===== src/rtl/bfs_pkg.sv =====
// package: shared types, constants and tables for the box filter sum block
`timescale 1ns / 1ps
package bfs_pkg;

  // defaults for the top level parameters
  localparam int DEF_MAX_WIDTH  = 1024;
  localparam int DEF_MAX_RADIUS = 7;

  // fixed field widths
  localparam int MAX_HEIGHT  = 4096;
  localparam int ROW_W       = 13;
  localparam int CMD_COL_W   = 12;
  localparam int CFG_IDX_W   = 2;
  localparam int CFG_DATA_W  = 13;
  localparam int QUEUE_DEPTH = 4;

  // reciprocal scaling for the row modulo
  localparam int RECIP_SHIFT = 18;
  localparam int RECIP_W     = 18;

  // configuration register indexes
  typedef enum logic [CFG_IDX_W-1:0] {
    CFG_IMAGE_WIDTH   = 2'd0,
    CFG_IMAGE_HEIGHT  = 2'd1,
    CFG_WINDOW_RADIUS = 2'd2
  } cfg_reg_t;

  // input beat
  typedef struct packed {
    logic       action;
    logic [7:0] pixel;
    logic       frame_start;
  } in_item_t;

  // result beat
  typedef struct packed {
    logic [15:0] box_sum;
    logic [11:0] out_row;
    logic [9:0]  out_col;
    logic        last_in_run;
  } out_item_t;

  // classified item handed from front to back
  typedef struct packed {
    logic [7:0]           pixel;
    logic [ROW_W-1:0]     row;
    logic [CMD_COL_W-1:0] col;
    logic [2:0]           radius;
    logic                 last_col;
  } cmd_t;

  // ceil(2^18 / (2r)) for the line slot modulo
  function automatic logic [RECIP_W-1:0] recip(input logic [2:0] r);
    logic [RECIP_W-1:0] m;
    unique case (r)
      3'd1:    m = 18'd131072;
      3'd2:    m = 18'd65536;
      3'd3:    m = 18'd43691;
      3'd4:    m = 18'd32768;
      3'd5:    m = 18'd26215;
      3'd6:    m = 18'd21846;
      3'd7:    m = 18'd18725;
      default: m = '0;
    endcase
    return m;
  endfunction

endpackage


===== src/rtl/bfs_front.sv =====
// module: front end, tracks raster position and classifies each input beat
`timescale 1ns / 1ps
module bfs_front #(
  parameter int MAX_WIDTH = bfs_pkg::DEF_MAX_WIDTH
) (
  input  logic                             clk,
  input  logic                             rst_n,
  input  logic                             in_push,
  input  bfs_pkg::in_item_t                in_data,
  output logic                             in_full,
  input  logic [$clog2(MAX_WIDTH+1)-1:0]   w_eff,
  input  logic [bfs_pkg::ROW_W-1:0]        h_eff,
  input  logic [2:0]                       r_eff,
  input  logic                             clearing,
  output logic                             cmd_push,
  output bfs_pkg::cmd_t                    cmd_data,
  input  logic                             cmd_full
);
  import bfs_pkg::*;

  localparam int CW    = $clog2(MAX_WIDTH);
  localparam int WW    = $clog2(MAX_WIDTH + 1);
  localparam int CMP_W = WW + 1;

  logic [ROW_W-1:0] row_r, row_nxt;
  logic [CW-1:0]    col_r, col_nxt;
  logic [ROW_W-1:0] row0, y;
  logic [CW-1:0]    col0, x;
  logic [CMP_W-1:0] x_inc;
  logic             accept, wrap, done, eol, below;

  assign in_full = cmd_full || clearing;

  // position and classification
  always_comb begin
    accept = in_push && !in_full;
    row0   = in_data.frame_start ? '0 : row_r;
    col0   = in_data.frame_start ? '0 : col_r;
    wrap   = CMP_W'(col0) >= CMP_W'(w_eff);
    y      = wrap ? row0 + 1'b1 : row0;
    x      = wrap ? '0 : col0;
    done   = (ROW_W + 1)'(y) >= ((ROW_W + 1)'(h_eff) + (ROW_W + 1)'(r_eff));
    below  = y >= h_eff;
    x_inc  = CMP_W'(x) + 1'b1;
    eol    = x_inc >= CMP_W'(w_eff);

    cmd_data.pixel    = (!in_data.action && !below) ? in_data.pixel : 8'd0;
    cmd_data.row      = y;
    cmd_data.col      = CMD_COL_W'(x);
    cmd_data.radius   = r_eff;
    cmd_data.last_col = eol;
    cmd_push          = accept && !done;

    row_nxt = row_r;
    col_nxt = col_r;
    if (accept) begin
      if (done) begin
        row_nxt = y;
        col_nxt = x;
      end else if (eol) begin
        row_nxt = y + 1'b1;
        col_nxt = '0;
      end else begin
        row_nxt = y;
        col_nxt = CW'(x_inc);
      end
    end
  end

  // position counters
  always_ff @(posedge clk) begin
    if (!rst_n) begin
      row_r <= '0;
      col_r <= '0;
    end else begin
      row_r <= row_nxt;
      col_r <= col_nxt;
    end
  end

endmodule


===== config.mk =====
export PLATFORM = sky130hd
export DESIGN_NAME = bfs_front
export DESIGN_NICKNAME = d
export VERILOG_FILES = /design/src/rtl/bfs_pkg.sv /design/src/rtl/bfs_front.sv
export SDC_FILE = /design/constraint.sdc
export NUM_CORES = 1
export LEC_CHECK = 0
export ABC_AREA = 1
export BUFFER_PORTS_ARGS = -buffer_cell sky130_fd_sc_hd__buf_2
export CELL_PAD_IN_SITES_DETAIL_PLACEMENT = 0
export CELL_PAD_IN_SITES_GLOBAL_PLACEMENT = 1
export CORE_UTILIZATION = 43
export CTS_BUF_LIST = sky130_fd_sc_hd__clkbuf_16
export DETAILED_ROUTE_END_ITERATION = 12
export PLACE_DENSITY_LB_ADDON = 0.3
export SLEW_MARGIN = 20
export SYNTH_ARGS = -nofsm -noshare
export SYNTH_HDL_FRONTEND = slang
export SYNTH_SLANG_ARGS = --single-unit
export TNS_END_PERCENT = 1

===== constraint.sdc =====
create_clock -name clk -period 8.7 [get_ports clk]
set_input_delay 0.435 -clock clk [delete_from_list [all_inputs] [get_ports clk]]
set_output_delay 0.435 -clock clk [all_outputs]
set_load 0.03 [all_outputs]

* Yosys cells after proc, flatten, opt, wreduce, memory -nomap -nowiden
Index checks and enable logic that the tools add are counted.
** Cells by class
- $add $sub $neg :: 4
- $mul :: 0
- Div/mod/pow operators :: 0
- Magnitude comparators :: 4
- Equality and inequality tests :: 0
- Shift operators :: 0
- Multiplexer cells :: 9
- Bitwise logic cells :: 0
- Reductions and logical operators :: 8
** Operators with widths (count)
- $mux W13 :: 4
- $mux W10 :: 4
- $add A13 B1 Y13 const B :: 2
- $add A13 B3 Y14 :: 1
- $ge A13 B14 Y1 :: 1
- $ge A13 B13 Y1 :: 1
- $add A10 B1 Y11 const B :: 1
- $ge A10 B11 Y1 :: 1
- $ge A11 B11 Y1 :: 1
- $mux W8 :: 1
- $logic_not A1 Y1 :: 4
- $logic_and A1 B1 Y1 :: 3
- $logic_or A1 B1 Y1 :: 1
** Storage, ports and cells
- Register bits after elaboration :: 23
- Latch bits :: 0
- Memory bits (writable) :: 0
- ROM bits :: 0
- Bits of input ports :: 42
- Output and inout port bits :: 39
- Word-level logic and storage cells :: 27
- Memories :: 0

* Depth between registers and ports, before layout
- Word-level depth :: 7
- Depth in mapped cells :: 36

* Worst setup path before layout
No wires, ideal clock.
- Path kind :: in2reg
- Start :: input port in_data[0] (netlist name)
- End :: register row_r[6]
- Library setup time :: 109 ps
- Data arrival time :: 4559 ps
- Required time :: 8591 ps
- Path slack :: 4032 ps
- Cell stages on the path :: 29
- Path buffers :: 4
- Cell sequence :: buf_6 -> buf_2 -> nor2_1 -> ha_1 -> nand2_1 -> nand2_1 -> nor2_1 -> nor2_1 -> nor2_4 -> nand2_8 -> buf_8 -> nor2_1 -> ha_1 -> nand2_2 -> nor2_4 -> nand4_1 -> nor4_1 -> ha_1 -> a21oi_1 -> o21a_1 -> nand3_1 -> nor2_1 -> nor2_2 -> buf_4 -> nand3_2 -> xor2_1 -> nand2_1 -> nand2_1 -> inv_1
** RTL lines
- start, declared :: line bfs_front.sv:9 : input bfs_pkg::in_item_t in_data,
- end signal, assigned :: line bfs_front.sv:76 : row_r <= row_nxt;
- end, declared :: line bfs_front.sv:25 : logic [ROW_W-1:0] row_r, row_nxt;

* Final worst setup path
- Start :: input port in_data[0] (netlist name)
- End :: register row_r[11]
** Between the ends
- Longest elaborated chain between the ends :: 7
- Elaborated cells on any way between the ends :: 12
** RTL lines
- $mux W10 :: line bfs_front.sv:38 : col0 = in_data.frame_start ? '0 : col_r;
- $ge A10 B11 Y1 :: line bfs_front.sv:39 : wrap = CMP_W'(col0) >= CMP_W'(w_eff);
- $mux W10 :: line bfs_front.sv:41 : x = wrap ? '0 : col0;
- $add A10 B1 Y11 :: line bfs_front.sv:44 : x_inc = CMP_W'(x) + 1'b1;
- $ge A11 B11 Y1 :: line bfs_front.sv:45 : eol = x_inc >= CMP_W'(w_eff);
- $mux W13 :: line bfs_front.sv:60 : end else if (eol) begin
- $mux W13 * :: line bfs_front.sv:57 : if (done) begin
Mark *: on every way between the ends. The rest lies on a longest branch, timed or not.
A chain may end at the register's enable or synchronous reset.

==> metrics.csv <==
stage;metric;value;unit
clock_network;clk_pin_slew;0.07;ns
detailed_routing;wire_per_inst;13.4;um
detailed_routing;drt_iter0_drc;191;
critical_path;path_common_cell;nand2_1;
synthesis;synth_edf_count;0;
clock_network;worstSkewPairLatency;0.27;ns
critical_path;max_stage_delay;0.52;ns
detailed_routing;route.vias.total;4393;
synthesis;ys_seq_area_share;11.1;%
layout;antennaDiodeCount;0;
global_route;grt_pass1_vias;4144;
floorplan;start_util;44.7;%
critical_path;crit_path_end_kind;flop;
critical_path;r2r_slack;3.78;ns
pwr;clkPwrFrac;29.6;%
floorplan;core_area;9280;um2
detailed_routing;routed_wl;11500;um
sta;worstMarginPinSlew;0.815;ns
sta;hold_viol_final;0;
pwr;swShare;40.4;%
clock_network;ctsHoldBuffers;0;
clock_network;tritoncts;done;
sta;fin_hold_ws;0.494;ns
clock_network;clk_path_buf_depth;2;
layout;mostFrequentLayoutCells;147 x nand2_1, 108 x inv_1, 78 x buf_2;
critical_path;start_kind;input pin;
clock_network;post_cts_resized;0;
floorplan;die_x;100;um
global_route;gr-total-overflow;0;
pwr;pwr-share-seq;30.8;%
synthesis;async_reset_ff_share;0;%
clock_network;cts.sinks;23;
synthesis;synth_warnings;0;
place;io_buffers;78;
synthesis;synth_area_leader_cell;ha_1;
synthesis;synth_top_cell_area_share;16.0;%
synthesis;synth-seq-cells;23;
place;place.gp.congestion;0.862;
critical_path;required;8.91;ns
clock_network;numCtsBuffers;3;
place;hpwl;9570;um
sta;rsz0062_at_grt;false;
layout;finalNetCount;827;
pwr;power_leakage;2.58;nW
clock_network;post_cts_buffers;0;
worst_hold_path;min_path_type;reg -> reg;
synthesis;synth_area;4150;um2
global_route;track_usage;24.0;%
synthesis;netlist_top_cells_area;ha_1 16%, nand2_1 13%, dfxtp_1 11%;
floorplan;rows;35;
run_status;status;finished clean;
layout;final_common_cell;nand2_1;
sta;fin_crit_sh;61.3;%
critical_path;path_class;in -> reg;
critical_path;worst-path-buf-inv;6;
sta;slew_headroom;45.3;%
layout;area_growth;12.0;%
detailed_routing;antenna_left;0;
critical_path;worst_path_max_delay_cell;nor2_4;
sta;fin_tns_setup;0;ns
pwr;p_switching;0.149;mW
global_route;grt_first_pass_wirelength;19400;um
sta;slew_viol_final;0;
floorplan;die_area;10100;um2
floorplan;io_pins;81;
clock_network;htree_levels;1;
pwr;p_per_area;79.6;nW/um2
sta;finalSetupViolations;0;
detailed_routing;viasPerCell;5.11;
synthesis;syn_area_per_cell;6.23;um2
synthesis;yosys.cell_types.count;45;
clock_network;cts_root_buf;clkbuf_16;
pwr;internal_power;0.221;mW
pwr;p_comb_share;39.6;%
detailed_routing;drtPass1Iterations;5;
pwr;peakVddDrop;49.3;uV
sta;clock_skew;0.0103;ns
synthesis;synth_ff_type;dfxtp_1;
critical_path;crit_fanout;21;
sta;fmax;0.187;GHz
synthesis;synthCells;666;
global_route;grt_max_degree;29;
floorplan;die_y;100;um
flow_run;cap_viol_max_count;0;
critical_path;worstPathArrival;5.55;ns
critical_path;critPathTopFamily;simple AND/OR/NAND/NOR gates;
sta;period_minus_slack;5.33;ns
global_route;antenna_found_initial;0;
detailed_routing;drc;0;
layout;drive_gt1_share;21.1;%
cells by family after synthesis:
kind of cell               after synthesis  share of synthesized area (%)
other                                    1                         0.0903
buffers and inverters                  141                           14.6
and+or+nand+nor                        328                           39.8
adders and majority gates               54                           16.5
DFF                                     23                           11.1
xor gates and xnor gates                21                           4.43
AOI/OAI and AO/OA                       98                           13.5
power groups by stage:
stage          registers, mW  clock network (mW)  logic (mW)
2_1_floorplan          0.115                   0       0.108
3_3_place_gp           0.116                   0       0.144
3_5_place_dp           0.116                   0       0.146
4_1_cts                0.114               0.112       0.147
5_1_grt                0.115               0.114       0.165
6_report               0.114               0.109       0.147
per-layer routing:
metal | global-route usage, % | vias to the layer above | routed length (um)
met2 | 41.0 | 166 | 5200
met1 | 32.0 | 1945 | 5390
li1 | - | 2263 | -
met5 | 0 | - | 0
met4 | 7.13 | 0 | 206
met3 | 2.30 | 19 | 719
area by class of cell:
cell class / instances / area (um2)
timing repair buffer: 79 / 398
sequential: 23 / 460
tap: 129 / 161
multi-input combinational: 503 / 3090
clock buffer: 3 / 75.1
fill: 1024 / 4640
clock inverter: 1 / 7.51
inverter: 121 / 459
sequential cells by signal, indices dropped and copies added (netlist names):
name,count
col_r,10
row_r,13
stage by stage:
step / cell area, um2 / instances / util [%] / worst slack, ns / power [mW]
floorplan: 4160 / 667 / - / 4.03 / 0.223
global placement: 4570 / 855 / 49.2 / 3.28 / 0.260
detailed placement: 4570 / 855 / 49.2 / 3.13 / 0.263
CTS: 4650 / 859 / 50.1 / 3.38 / 0.372
global route: 4650 / 859 / 50.1 / 2.82 / 0.394
finish: 4650 / 859 / 50.1 / 3.37 / 0.370
synth_stat cells, types with 3 or more instances:
library cell	instances
o21ai_2	4
nand2_2	5
a21oi_1	43
xor2_1	17
nand4_1	13
ha_1	53
o21ai_0	27
nor2_4	9
nor2_1	63
nor2_2	14
nand3_1	43
xnor2_1	4
nand2_1	147
nor4_1	3
inv_1	108
o21ai_1	5
nor3_4	3
inv_2	10
nor3_1	7
o21bai_1	3
buf_4	7
nand2_4	7
o211ai_1	3
clkbuf_1	6
buf_6	3
dfxtp_1	23
a21oi_2	3
nor3_2	4
nand3_2	6
worst min-delay path: stages (launching register included):
cell,delay (ns)
dfxtp_1,0.33
nand2_1,0.07
a21oi_1,0.05
path summary, 6_finish.rpt:
| path | from | endpoint | cells past startpoint |
|---|---|---|---|
| min | row_r[1] | row_r[1] | 2 |
| min reg2reg | row_r[1] | row_r[1] | 2 |
| max reg2reg | col_r[4] | row_r[11] | 28 |
| max | in_data[0] | row_r[11] | 30 |
(Power assumes the default switching activity.)
