$ cat config.mk
export PLATFORM = sky130hd
export DESIGN_NAME = bfs_fifo
export DESIGN_NICKNAME = d
export VERILOG_FILES = /design/src/rtl/bfs_fifo.sv
export SDC_FILE = /design/constraint.sdc
export NUM_CORES = 1
export LEC_CHECK = 0
export BUFFER_PORTS_ARGS = -buffer_cell sky130_fd_sc_hd__buf_2
export CORE_MARGIN = 1.5
export CORE_UTILIZATION = 55
export DETAILED_ROUTE_END_ITERATION = 8
export PLACE_DENSITY = 0.88
export SYNTH_ARGS = -nofsm -noshare
export SYNTH_HDL_FRONTEND = slang
export SYNTH_SLANG_ARGS = --single-unit
$ cat constraint.sdc
create_clock -name clk -period 2.9 [get_ports clk]
set_clock_uncertainty 0.05 [all_clocks]
set_input_delay 0.145 -clock clk [delete_from_list [all_inputs] [get_ports clk]]
set_output_delay 0.145 -clock clk [all_outputs]
set_load 0.02 [all_outputs]
$ cat src/rtl/bfs_fifo.sv
// module: small register queue used between front and back and on the result side
`timescale 1ns / 1ps
module bfs_fifo #(
  parameter int W     = 8,
  parameter int DEPTH = 4
) (
  input  logic         clk,
  input  logic         rst_n,
  input  logic         push,
  input  logic [W-1:0] push_data,
  output logic         full,
  input  logic         pop,
  output logic [W-1:0] pop_data,
  output logic         empty
);
  localparam int AW = (DEPTH > 1) ? $clog2(DEPTH) : 1;
  localparam int NW = $clog2(DEPTH + 1);

  logic [W-1:0]  mem_r [DEPTH];
  logic [AW-1:0] wr_ptr_r, wr_ptr_nxt;
  logic [AW-1:0] rd_ptr_r, rd_ptr_nxt;
  logic [NW-1:0] count_r, count_nxt;
  logic          do_push, do_pop;

  // handshake and pointer update
  always_comb begin
    do_push    = push && !full;
    do_pop     = pop && !empty;
    wr_ptr_nxt = wr_ptr_r;
    rd_ptr_nxt = rd_ptr_r;
    count_nxt  = count_r;
    if (do_push) begin
      wr_ptr_nxt = (wr_ptr_r == AW'(DEPTH - 1)) ? '0 : wr_ptr_r + 1'b1;
    end
    if (do_pop) begin
      rd_ptr_nxt = (rd_ptr_r == AW'(DEPTH - 1)) ? '0 : rd_ptr_r + 1'b1;
    end
    if (do_push && !do_pop) begin
      count_nxt = count_r + 1'b1;
    end else if (do_pop && !do_push) begin
      count_nxt = count_r - 1'b1;
    end
  end

  assign full     = (count_r == NW'(DEPTH));
  assign empty    = (count_r == '0);
  assign pop_data = mem_r[rd_ptr_r];

  // control state
  always_ff @(posedge clk) begin
    if (!rst_n) begin
      wr_ptr_r <= '0;
      rd_ptr_r <= '0;
      count_r  <= '0;
    end else begin
      wr_ptr_r <= wr_ptr_nxt;
      rd_ptr_r <= rd_ptr_nxt;
      count_r  <= count_nxt;
    end
  end

  // storage
  always_ff @(posedge clk) begin
    if (do_push) begin
      mem_r[wr_ptr_r] <= push_data;
    end
  end

  a_count_range: assert property (@(posedge clk) disable iff (!rst_n)
    count_r <= NW'(DEPTH))
    else $error("queue count out of range");

  a_count_up: assert property (@(posedge clk) disable iff (!rst_n)
    (push && !full && !(pop && !empty)) |=> count_r == $past(count_r) + 1'b1)
    else $error("queue count did not grow on a lone push");

  a_count_down: assert property (@(posedge clk) disable iff (!rst_n)
    (pop && !empty && !(push && !full)) |=> count_r == $past(count_r) - 1'b1)
    else $error("queue count did not shrink on a lone pop");

endmodule

# Word level (Yosys, flattened, before mapping)
# Memories as Yosys holds them, arrays and structs flattened. A register that Yosys moved wholly into a read port is not among the register bits.
# Cells that the tools add are included.
# W data, S select, Z words.
# op_classes
muxes	8
eq_ne	3
n_reduce_logical	10
addsub	4
# ops
op	n
$mux W2	4
$mux W3	2
$add A2 B1 Y2 const B	2
$eq A2 B2 Y1 const B	2
$logic_and A1 B1 Y1	4
$logic_not A1 Y1	4
$add A3 B1 Y3 const B	1
$eq A3 B3 Y1 const B	1
$logic_not A3 Y1	1
$sub A3 B1 Y3 const B	1
$mux W1	2
$reduce_bool A2 Y1	1
# totals
input_bits	12
word_cells	29
mem_count	1
register_bits	7
ramBits	32
# memory_table
memory	depth	word_bits	read_ports	rd_clocked_by_memory_dff	wr	line_no	rtl
mem_r	4	8	1	1	1	19	logic [W-1:0] mem_r [DEPTH];

# Logic depth before layout (Yosys ltp)
# Gate-level depths: netlist (run 1).
# logic_depth
ltp_word	7
depth_mapped	9

# Worst setup path after synthesis (run 1)
# No wires, ideal clock.
# synth_path
kind	register to register
startpoint	register count_r[0]
endpoint	register count_r[2]
n_path_buf	0
setup_time_ns	0.076
arrival_ns	2.017
slack_ns	0.757
period_less_slack_ns	2.143
stages_incl_launch_ff	8
cell_sequence	dfxtp_1 > o31ai_1 > ha_1 > inv_1 > fa_1 > xor2_1 > or3_1 > a21boi_0
# synth_between
elab_chain_cells	6
# synth_rtl
element	line_no	rtl
from (decl)	22	logic [NW-1:0] count_r, count_nxt;
from (signal assigned)	58	count_r <= count_nxt;
parallel branches: the longest is 6 deep, another holds $sub A3 B1 Y3	n/a	
# Several ways; the timed one is not identified. The select of a mux whose other input is x is not followed.
# A chain may end at the register's enable or synchronous reset.

# Worst setup path in the final report (run 1)
# layout_path
startpoint	register count_r[1]
endpoint	register count_r[2]
# The elaborated chain is that of the path after synthesis.

==> results of run 1 <==
## sequential cells by signal, indices dropped and copies added, names as in the netlist, named ones only
register,count
mem_r,32
rd_ptr_r,2
wr_ptr_r,2
count_r,3
## cells in the mapped netlist, drive strengths merged
| master | count |
|---|---|
| or3 | 1 |
| xnor2 | 1 |
| fa | 1 |
| nor3 | 1 |
| o21ai | 3 |
| o31ai | 1 |
| mux2i | 3 |
| nand3 | 2 |
| ha | 6 |
| mux4 | 8 |
| and2 | 5 |
| buf | 3 |
| edfxtp | 32 |
| inv | 3 |
| clkbuf | 1 |
| a21boi | 1 |
| nor3b | 1 |
| nor2 | 2 |
| nor2b | 2 |
| dfxtp | 9 |
| nand2 | 6 |
| xor2 | 1 |
## logic make-up (layout without fill, tap and decap cells)
kind of cell / Yosys count / after routing / share of synthesized area [%]
xor+xnor: 2 / 2 / 1.07
fa+ha+maj: 7 / 7 / 5.83
flops: 41 / 41 / 70.0
simple gates: 20 / 20 / 6.60
mux: 11 / 11 / 12.9
buf+inv: 7 / 40 / 1.76
compound gates: 5 / 5 / 1.84
## path summary, 6_finish.rpt
check	start	endpoint	slack, ns	cells after the start
setup / recovery	count_r[1]	count_r[2]	0.52	7
hold / removal	rst_n	wr_ptr_r[1]	0.09	3
setup reg to reg	count_r[1]	count_r[2]	0.52	7
hold reg to reg	wr_ptr_r[1]	wr_ptr_r[1]	0.47	2
## worst max-delay path, stage by stage (launching register included)
cell and delay [ns]:
dfxtp_1 0.39, o31ai_1 0.52, ha_1 0.29, inv_1 0.06, fa_1 0.38, xor2_1 0.16
or3_1 0.30, a21boi_0 0.16
## routing by layer
layer | wire length, µm | part of all wire, % | track usage, %
met1 | 1070 | 39 | 22.0
met2 | 1500 | 55 | 31.3
met3 | 106 | 3.9 | 4.76
met4 | 53 | 1.9 | 13.0
met5 | 0 | 0 | 0
## placed cells by master (no fill, tap or decap), types with 5 or more instances in the layout
master	netlist	final
and2_1	5	5
dlygate4sd3_1	0	8
clkbuf_4	0	5
edfxtp_1	32	32
ha_1	6	6
nand2_1	6	6
buf_2	2	21
mux4_2	8	8
dfxtp_1	9	9
## area by class of cell
class                           count  area (µm²)
Clock buffer                        6        41.3
Clock inverter                      2        35.0
Fill cell                         189         868
Inverter                            3        11.3
Multi-Input combinational cell     45         460
Sequential cell                    41        1140
Tap cell                           31        38.8
Timing Repair Buffer               29         185
## power breakdown
part / switching (W) / internal, W
logic: 0.000231 / 0.000209
clock network: 0.000179 / 0.000181
registers: 0.0000785 / 0.000723
## through the flow
stage	util [%]	cells	instance area [µm²]	hold slack [ns]	worst slack, ns
after floorplan	-	93	1630	0.194	0.757
after global placement	63.2	141	1760	0.305	0.654
after detailed placement	63.2	141	1760	0.310	0.543
after CTS	68.8	157	1910	0.0658	0.511
after global routing	68.8	157	1910	0.0859	0.285
final	68.8	157	1910	0.0869	0.524
==> out/results.ini, run 1 <==
[status]
status = finished clean

[global_route]
grt_max_degree = 14
grt_pass1_vias = 925
track_usage_pct = 19.1
grt_antenna_before_repair = 0
grt_first_pass_wirelength_um = 4370
overflow = 0

[flow_run]
drv_cap = 0

[floorplan]
core_mm2 = 0.00278
ios = 22
start_util_pct = 58.6
die_w_um = 57.4
dieArea_mm2 = 0.00330
die_y_um = 57.4
std_cell_rows = 19

[setup_path]
worstPathArrival_ns = 2.61
crit_type = flop to flop
critPathMaxFanout = 5
cp.required_ns = 3.13
critPathCaptureType = flop
startpoint_type = flop

[clocking]
cts_tree = yes
cts_htree_levels = 2
cts_repair_resize_count = 0
clk_latency_ns = 0.35
postCtsSetupRepairBufs = 0
cts_root_buf = clkbuf_4
cts_sinks = 41
cts_buffers = 5
clkTransAtPathRegs_ns = 0.11
cts_hold_buf = 8
cts_buffer_depth = 2

[detailed_routing]
drc = 0
routed_wl_um = 2730
ant_nets = 0
dr.pass1.iters = 4
wl_per_cell_um = 17.4
viasPerCell = 5.44
num_vias = 854
initialDrtViolationCount = 21

[pwr]
power_w = 0.00160
peakVddDrop_mv = 0.715
p_leak_nw = 0.707
power_density_mw_per_mm2 = 837

[timing]
relSlewSlack_pct = 64.6
worst_pin_slew_ns = 0.526
slew_violations = 0
setup_viol = 0
min_period_over_period_pct = 81.9
fin_setup_tns_ns = 0
final_hold_viol_count = 0
min_period_ns = 2.38
clock.fmax_mhz = 421
grt_setup_unrepaired = false

[yosys]
ys_warn_count = 0
synthCells = 93
ys_seq_elements = 41
ys_types = 23
avgSynthCellArea_um2 = 17.5
netlist_area_mm2 = 0.00163
yosysTopAreaCell = edfxtp_1
syn_nets = 112
ys_top_cells_by_area = edfxtp_1 (59%), dfxtp_1 (11%), mux4_2 (11%), ha_1 (4.6%), and2_1 (1.9%)
yosysSeqAreaShare_pct = 70.0
yosys.area.top_type_share_pct = 58.9

[layout]
n_antenna_cell = 0
fin_nets = 144
drive_above_1_share_pct = 29.4
area_delta_synth_final_pct = 17.3

[place]
dp_hpwl_um = 1840
place_congestion = 0.772
io_buffers = 21

[hold_path]
hp-class = input pin to flop

Note: power is estimated with default switching activity, not from simulation.
==> run 2, diff against run 1 <==
Settings changed: ABC_AREA from default to 1, CORE_UTILIZATION 55 to 50, PLACE_DENSITY 0.88 to 0.84.
Clock period 2.9 ns to 1.93 ns, I/O delays scaled along.
==> out/results.ini, run 2 <==
[layout]
finalInstanceArea_mm2 = 0.00206
largest_reg_flops = 32
n_antenna_cell = 0
final_cells = 236
most-common-layout-cells = nor2_1 (32), edfxtp_1 (32), buf_2 (21), inv_1 (18)
drive_above_1_share_pct = 23.4
area_delta_synth_final_pct = 21.4
fin_util_pct = 65.7
top_register = mem_r
fin_nets = 210
top_regs = mem_r x32, count_r x3

[floorplan]
std_cell_rows = 20
die_y_um = 61.2
core_mm2 = 0.00313
die_w_um = 61.2
start_util_pct = 54.1
ios = 22
dieArea_mm2 = 0.00374

[timing]
min_period_over_period_pct = 97.6
slew_violations = 0
fin_setup_tns_ns = 0
worst_hold_slack_ns = 0.156
clock.fmax_mhz = 531
min_period_ns = 1.88
final_hold_viol_count = 0
setup_viol = 0
worst_pin_slew_ns = 0.329
relSlewSlack_pct = 78.1

[setup_path]
max_stage_delay_ns = 0.39
startpoint_type = flop
cp.required_ns = 2.16
slowest_stage = dfxtp_2
worstPathCellList = nor2_2 -> nand2_1 -> nand2_2 -> inv_1 -> ha_2 -> inv_1 -> fa_1 -> nand2_1 -> nand3_1 -> nand2_1 -> inv_1 -> nor2_1
critPathMaxFanout = 4
critPathCaptureType = flop
worstPathArrival_ns = 2.11
crit_type = flop to flop

[detailed_routing]
drc = 0
viasPerCell = 4.99
dr.pass1.iters = 4
initialDrtViolationCount = 51
routed_wl_um = 3150
wl_per_cell_um = 13.3
num_vias = 1178
ant_nets = 0

[yosys]
synthFlopType = edfxtp_1
yosysTopAreaCell = edfxtp_1
synth-edff-count = 32
ys_top_cells_by_area = edfxtp_1 (57%), dfxtp_1 (11%), nor2_1 (7.3%), ha_1 (4.4%), o21ai_0 (4.1%)
syn_nets = 167
synth_top_cells_by_count = nor2_1 (33), edfxtp_1 (32), inv_1 (18), nand2_1 (14), o21ai_0 (14)
yosysSeqAreaShare_pct = 67.4
yosysMostFrequentCell = nor2_1
synthCells = 148
yosys.area.top_type_share_pct = 56.8
ys_types = 18
ys_seq_elements = 41
avgSynthCellArea_um2 = 11.4
synthArstFlopShare_pct = 0
ys_warn_count = 0
netlist_area_mm2 = 0.00169

[pwr]
sw_frac_of_total_pct = 37.5
netSwitchingPower_w = 0.000994
power_density_mw_per_mm2 = 1290
combPwrFrac_pct = 38.0
clkPwrFrac_pct = 16.2
p_leak_nw = 0.843
p_seq_share_pct = 45.8
p_int_w = 0.00166
peakVddDrop_mv = 0.868

[place]
dp_hpwl_um = 2130
placed_cell_area_mm2 = 0.00188
place_congestion = 0.804
post-place-cells = 217
io_buffers = 21

[clocking]
cts_buffer_depth = 2
cts_root_buf = clkbuf_4
clk_latency_ns = 0.33
clkTransAtPathRegs_ns = 0.11
cts_sinks = 41
cts_htree_levels = 2
cts_tree = yes
cts_buffers = 5

[flow_run]
drv_cap = 0

[global_route]
grt_util_met1_pct = 20.0
grtUsageMet3_pct = 5.67
met2_usage_pct = 34.7
track_usage_pct = 18.6
overflow = 0
grt_pass1_vias = 1175
grt_first_pass_wirelength_um = 4890
busiest_layer = met2
grt_max_degree = 17
grt_antenna_before_repair = 0

[hold_path]
hp-class = input pin to flop

[status]
status = finished clean

run 2: cell types whose count changed in the layout (fill, tap and decap cells not counted), moves of 8 or more:
cell / change
inv_1: +15
mux4_2: -8
nor2_1: +30
o21ai_0: +10
o22ai_1: +8
run 2: cells by family (layout without fill, tap and decap cells):
family,after synthesis,after routing,synth area share [%]
fa+ha+maj,7,7,5.62
flops,41,41,67.4
simple gates,51,51,11.9
compound gates,28,28,9.53
buf+inv,21,65,5.54
run 2: per-layer routing:
metal | part of all wire, % | vias to the layer above | wire [µm]
met5 | 0 | - | 0
met4 | 0 | 0 | 0
met3 | 4.3 | 0 | 135
met2 | 56 | 37 | 1750
met1 | 40 | 553 | 1260
li1 | - | 588 | -
run 2: power groups by stage:
stage | combinational (W) | clock [W] | sequential (W)
after CTS | 0.000965 | 0.000437 | 0.00120
after global routing | 0.00112 | 0.000470 | 0.00123
after global placement | 0.000885 | 0 | 0.00121
after floorplan | 0.000677 | 0 | 0.00119
after detailed placement | 0.000945 | 0 | 0.00122
final | 0.00101 | 0.000430 | 0.00121
run 2: metrics by stage:
stage,worst slack (ns),total power [W]
floorplan,0.190,0.00186
global placement,0.201,0.00209
detailed placement,0.0441,0.00216
CTS,0.0252,0.00260
global route,-0.0359,0.00282
finish,0.0460,0.00265
run 2: repair_timing:
action	4_1_cts	5_1_grt
hold buffers	10	0
buffers inserted	0	1
endpoints found under the hold margin	40	0
endpoints found under the setup margin	0	3
resized for setup	0	8
run 2: path summary, 6_finish.rpt:
| check | startpoint | end | slack (ns) | depth (start not counted) |
|---|---|---|---|---|
| setup / recovery | count_r[0] | count_r[2] | 0.05 | 12 |
| hold / removal | pop | count_r[0] | 0.16 | 4 |
| setup reg to reg | count_r[0] | count_r[2] | 0.05 | 12 |
| hold reg to reg | count_r[0] | count_r[0] | 0.47 | 2 |
run 2: worst max-delay path, delay by kind of cell, from the launching register on:
kind	cells	cell delay (ns)
flip-flops	1	0.39
AND/OR/NAND/NOR	7	0.63
buffers and inverters	3	0.19
adder cells (fa/ha/maj)	2	0.58
run 2: final cells by class:
class	instances	area, µm²
Sequential cell	41	1150
Fill cell	255	1070
Multi-Input combinational cell	86	465
Timing Repair Buffer	38	258
Inverter	19	71.3
Clock buffer	8	58.8
Tap cell	44	55.1
